**src/sv/pcdn_ram.sv**
```systemverilog
// Generic single-write, single-read RAM with a registered read port.
// No dependencies.
module pcdn_ram #(
   parameter int WIDTH = 8,
   parameter int DEPTH = 16
) (
   input  logic                     clock,
   input  logic                     we,
   input  logic [$clog2(DEPTH)-1:0] waddr,
   input  logic [WIDTH-1:0]         wdata,
   input  logic [$clog2(DEPTH)-1:0] raddr,
   output logic [WIDTH-1:0]         rdata
);

   logic [WIDTH-1:0] mem_ff [DEPTH];
   logic [WIDTH-1:0] rdata_ff;

   always_ff @(posedge clock) begin
      if (we) begin
         mem_ff[waddr] <= wdata;
      end
      rdata_ff <= mem_ff[raddr];
   end

   assign rdata = rdata_ff;

endmodule

```
**config.mk**
```make
export PLATFORM = sky130hd
export DESIGN_NAME = pcdn_ram
export DESIGN_NICKNAME = d
export VERILOG_FILES = /design/src/sv/pcdn_ram.sv
export SDC_FILE = /design/constraint.sdc
export NUM_CORES = 1
export LEC_CHECK = 0
export ABC_CLOCK_PERIOD_IN_PS = 1900
export BUFFER_PORTS_ARGS = -buffer_cell sky130_fd_sc_hd__buf_2
export CORE_MARGIN = 10
export CORE_UTILIZATION = 35
export CTS_BUF_LIST = sky130_fd_sc_hd__clkbuf_4 sky130_fd_sc_hd__clkbuf_8 sky130_fd_sc_hd__clkbuf_16
export CTS_CLUSTER_DIAMETER = 60
export DETAILED_ROUTE_END_ITERATION = 6
export GPL_ROUTABILITY_DRIVEN = 1
export GPL_TIMING_DRIVEN = 0
export PLACE_DENSITY_LB_ADDON = 0.2
export SLEW_MARGIN = 20
export SYNTH_ARGS = -nofsm -noshare
export SYNTH_HDL_FRONTEND = slang
export SYNTH_SLANG_ARGS = --single-unit
export TNS_END_PERCENT = 20
```
**constraint.sdc**
```tcl
create_clock -name clock -period 1.9 [get_ports clock]
set_input_delay 0.19 -clock clock [delete_from_list [all_inputs] [get_ports clock]]
set_output_delay 0.19 -clock clock [all_outputs]
set_load 0.005 [all_outputs]
```
=== After elaboration in Yosys (flattened, before gate mapping) ===
Memory sizes are Yosys's and may differ from the RTL's. A register that Yosys moved wholly into a read port is not among the register bits.
Cells that the tools add are included.

* Flip-flop bits (word level): 0
* Bits in writable memories: 128
* Input port bits: 18
* Output and inout port bits: 8
* Word-level logic and storage cells: 3
* Memories kept: 1

* Mux-type cells: 2

{| class="wikitable"
|+ Memory list
! name !! words !! bits a word !! rd ports !! clocked after Yosys merged registers in !! wr ports !! RTL line !! text
|-
| mem_ff || 16 || 8 || 1 || 1 || 1 || 15 || <nowiki>logic [WIDTH-1:0] mem_ff [DEPTH];</nowiki>
|}

{| class="wikitable"
|+ Operators with widths
! operator !! number
|-
| $mux W1 || 2
|}

=== Logic depth before layout (Yosys ltp) ===
* Depth after elaboration: 2
* Gate-level depth with buffers: 5
* Depth with buffers taken out: 3

=== Least setup slack after synthesis ===
No wires, ideal clock.

* Kind: input-to-reg
* Start: input waddr[2]
* End: memory mem_ff[0][0] (enable)
* Setup time: 0.383 ns
* Data arrival time: 1.300 ns
* Path slack: 0.217 ns
* Cell stages on the path: 2
* Cells stage by stage: or3b_2 > nor3_1

{| class="wikitable"
|+ RTL lines
! element !! RTL line !! text
|-
| start, declared || 9 || <nowiki>input logic [$clog2(DEPTH)-1:0] waddr,</nowiki>
|-
| end, declared || 15 ||
|}

No word-level cell before the write port.

==> run_results.csv <==
group,metric,value,unit
worst_setup_path,timing.rr.start,"mem_ff[1][2]",
place,gp_congestion,0.816,
worst_setup_path,worstSetupPathType,"flip-flop to flip-flop",
floorplan,ios,26,
grt,grt.overflow.total,0,
routing,vias,2342,
hold_path,hp-class,"input port to flip-flop",
clock_tree,clock_latency,0.42,ns
final_layout,layout.nets,290,
final_layout,drive_gt1_frac,0.298,
final_layout,area_growth,18.4,%
synth,synth_top_area_frac,0.747,
routing,ant_nets,0,
synth,avgSynthCellArea,22.5,sq um
worst_setup_path,cp.required,2.19,ns
synth,yosysWarnings,0,
pwr,vdd_drop_max,0.000703,V
clock_tree,clkTransAtPathRegs,0.05,ns
routing,drcViolationCount,0,
clock_tree,h-tree-depth,4,
synth,synth_cell_types,19,
sta,rsz0062_at_grt,"no",
grt,antenna_found_initial,0,
synth,synth.net_count,247,
worst_setup_path,crit_path_end_kind,"flip-flop",
final_layout,num_antenna_cells,0,
worst_setup_path,cp-startpoint,"mem_ff[1][2]",
grt,grt_max_degree,17,
pwr,power_density,1130,nW/um^2
sta,worst_pin_slew,0.819,ns
pwr,leakage,2.03,nW
clock_tree,cts_tree,"done",
sta,setup_viol,0,
floorplan,coreArea,14500,sq um
sta,fmax,0.654,GHz
clock_tree,cts_buffers,17,
grt,grt_first_pass_wirelength,15.8,mm
sta,fin_skew,0.00726,ns
floorplan,rows,44,
pwr,seqPwrFrac,0.490,
worst_setup_path,ff2ff_path_depth,3,
hold_path,whs_path_depth,1,
synth,ys_seq_area_frac,0.778,
pwr,p_sw_frac,0.196,
floorplan,dieWidth,141,microns
place,hpwlAfterDp,6.84,mm
flow_run,maxCapViolCount,0,
grt,globalRouteTotalUtil,0.113,
worst_setup_path,worstPathArrival,1.82,ns
floorplan,die_area,20000,sq um
clock_tree,hold_buffers,0,
floorplan,die_y,141,microns
pwr,clockPowerShare,0.463,
worst_setup_path,cp-start-kind,"flip-flop",
clock_tree,cts_sinks,136,
worst_setup_path,reg2reg_to,"rdata[2]",
synth,synth.area.top_cells,"edfxtp_1 75%, mux4_2 7.9%, mux4_1 7.1%",
worst_setup_path,crit_path_end,"rdata[2]",
place,portBuffers,24,
place,placed_area,5520,sq um
clock_tree,cts_resized,0,
synth,syn_area,5150,sq um
pwr,p_int,5.54,mW
sta,finalCritPeriodShare,0.805,
clock_tree,cts-root-buf,"clkbuf_16",
sta,finalSetupTns,0,ns
pwr,power,6.89,mW
final_layout,layout_common_cells,"128 x edfxtp_1, 27 x buf_2, 18 x mux4_2, 17 x clkbuf_16, 16 x a22oi_1",
sta,report.final.slew_viol_count,0,
synth,synth_top_area_cell,"edfxtp_1",
pwr,p_comb_frac,0.047,
routing,drt_iter0_drc,166,
routing,dr.pass1.iters,4,
outcome,status,"finished, final reports clean",
sta,min_period,1.53,ns
synth,ys_seq_elements,136,
sta,hold_viol_final,0,
floorplan,start_util,0.356,
final_layout,fin_area,6090,sq um
synth,postSynthCellCount,229,
routing,vias_per_cell,4.99,
clock_tree,postCtsSetupBuffers,0,
routing,wirelength,10.6,mm
worst_setup_path,cp_max_fo,1,
grt,grt_pass1_vias,2398,
final_layout,layout_commonest_cell,"edfxtp_1",
pwr,p_sw,1.35,mW
routing,wl_per_cell,22.6,microns
clock_tree,cts_buffer_depth,2,
worst_setup_path,reg2reg_slack,0.37,ns
sta,slew_headroom,0.452,
## worst min-delay path by stage
stage                   endpoint  slack (ns)     start
floorplan           mem_ff[0][0]        0.29  wdata[0]
global placement        rdata[1]        0.57  rdata[1]
detailed placement      rdata[3]        0.58  rdata[3]
CTS                 mem_ff[4][5]        0.17  wdata[5]
global route        mem_ff[4][5]        0.17  wdata[5]
finish              mem_ff[3][5]        0.18  wdata[5]
## cell families (layout without fill, tap and decap cells)
logic type / Yosys count / after routing / share of synthesized area
buffers and inverters: 10 / 66 / 0.0168
AO/OA/AOI/OAI: 16 / 16 / 0.0233
flip-flops: 136 / 136 / 0.778
multiplexers: 32 / 32 / 0.150
AND/OR/NAND/NOR: 35 / 35 / 0.0318
## routing by layer
metal  vias up  wire (microns)  share of wire  GRT usage
met5         -               0              0          0
met2        82            4810           0.45      0.161
met4         0             142          0.013     0.0440
met3        13             799          0.075     0.0501
met1      1189            4860           0.46      0.149
li1       1058               -              -          -
## through the flow
step	utilization	std cells	setup slack [ns]	hold slack [ns]
final	0.421	469	0.370	0.176
after global routing	0.421	469	0.333	0.172
after CTS	0.421	469	0.415	0.165
after detailed placement	0.381	437	-0.0180	0.576
after global placement	0.380	437	-0.429	0.571
after floorplan	-	229	0.217	0.289
## power groups by stage
stage / Combinational [mW] / Clock, mW / Sequential (mW)
3_3_place_gp: 0.326 / 0 / 3.43
6_report: 0.327 / 3.19 / 3.37
5_1_grt: 0.355 / 3.39 / 3.38
2_1_floorplan: 0.170 / 0 / 3.43
4_1_cts: 0.333 / 3.25 / 3.37
3_5_place_dp: 0.332 / 0 / 3.43
## Yosys cell counts (all sizes together)
library cell	n
edfxtp	128
nor2	13
clkdlybuf4s25	3
nor3	4
and2b	1
dfxtp	8
buf	7
nand2b	2
mux4	32
nand3b	2
nand3	1
a22oi	16
nor2b	1
nand2	9
or3b	1
and2	1
## critical path, stage by stage (launching register included)
cell and delay [ns]:
edfxtp_1 0.34, mux4_1 0.55, a22oi_1 0.41, nand2_1 0.10
## cell type report
| class | instances | area [sq um] |
|---|---|---|
| Multi-Input combinational cell | 83 | 1080 |
| Clock buffer | 19 | 440 |
| Fill cell | 1278 | 8390 |
| Tap cell | 184 | 230 |
| Buffer | 10 | 86.3 |
| Clock inverter | 13 | 135 |
| Timing Repair Buffer | 24 | 120 |
| Sequential cell | 136 | 4000 |
## sequential cells by signal, indices dropped and copies added (netlist names)
register	cells
mem_ff	128
rdata	8
Power figures use the tool's default switching activity.
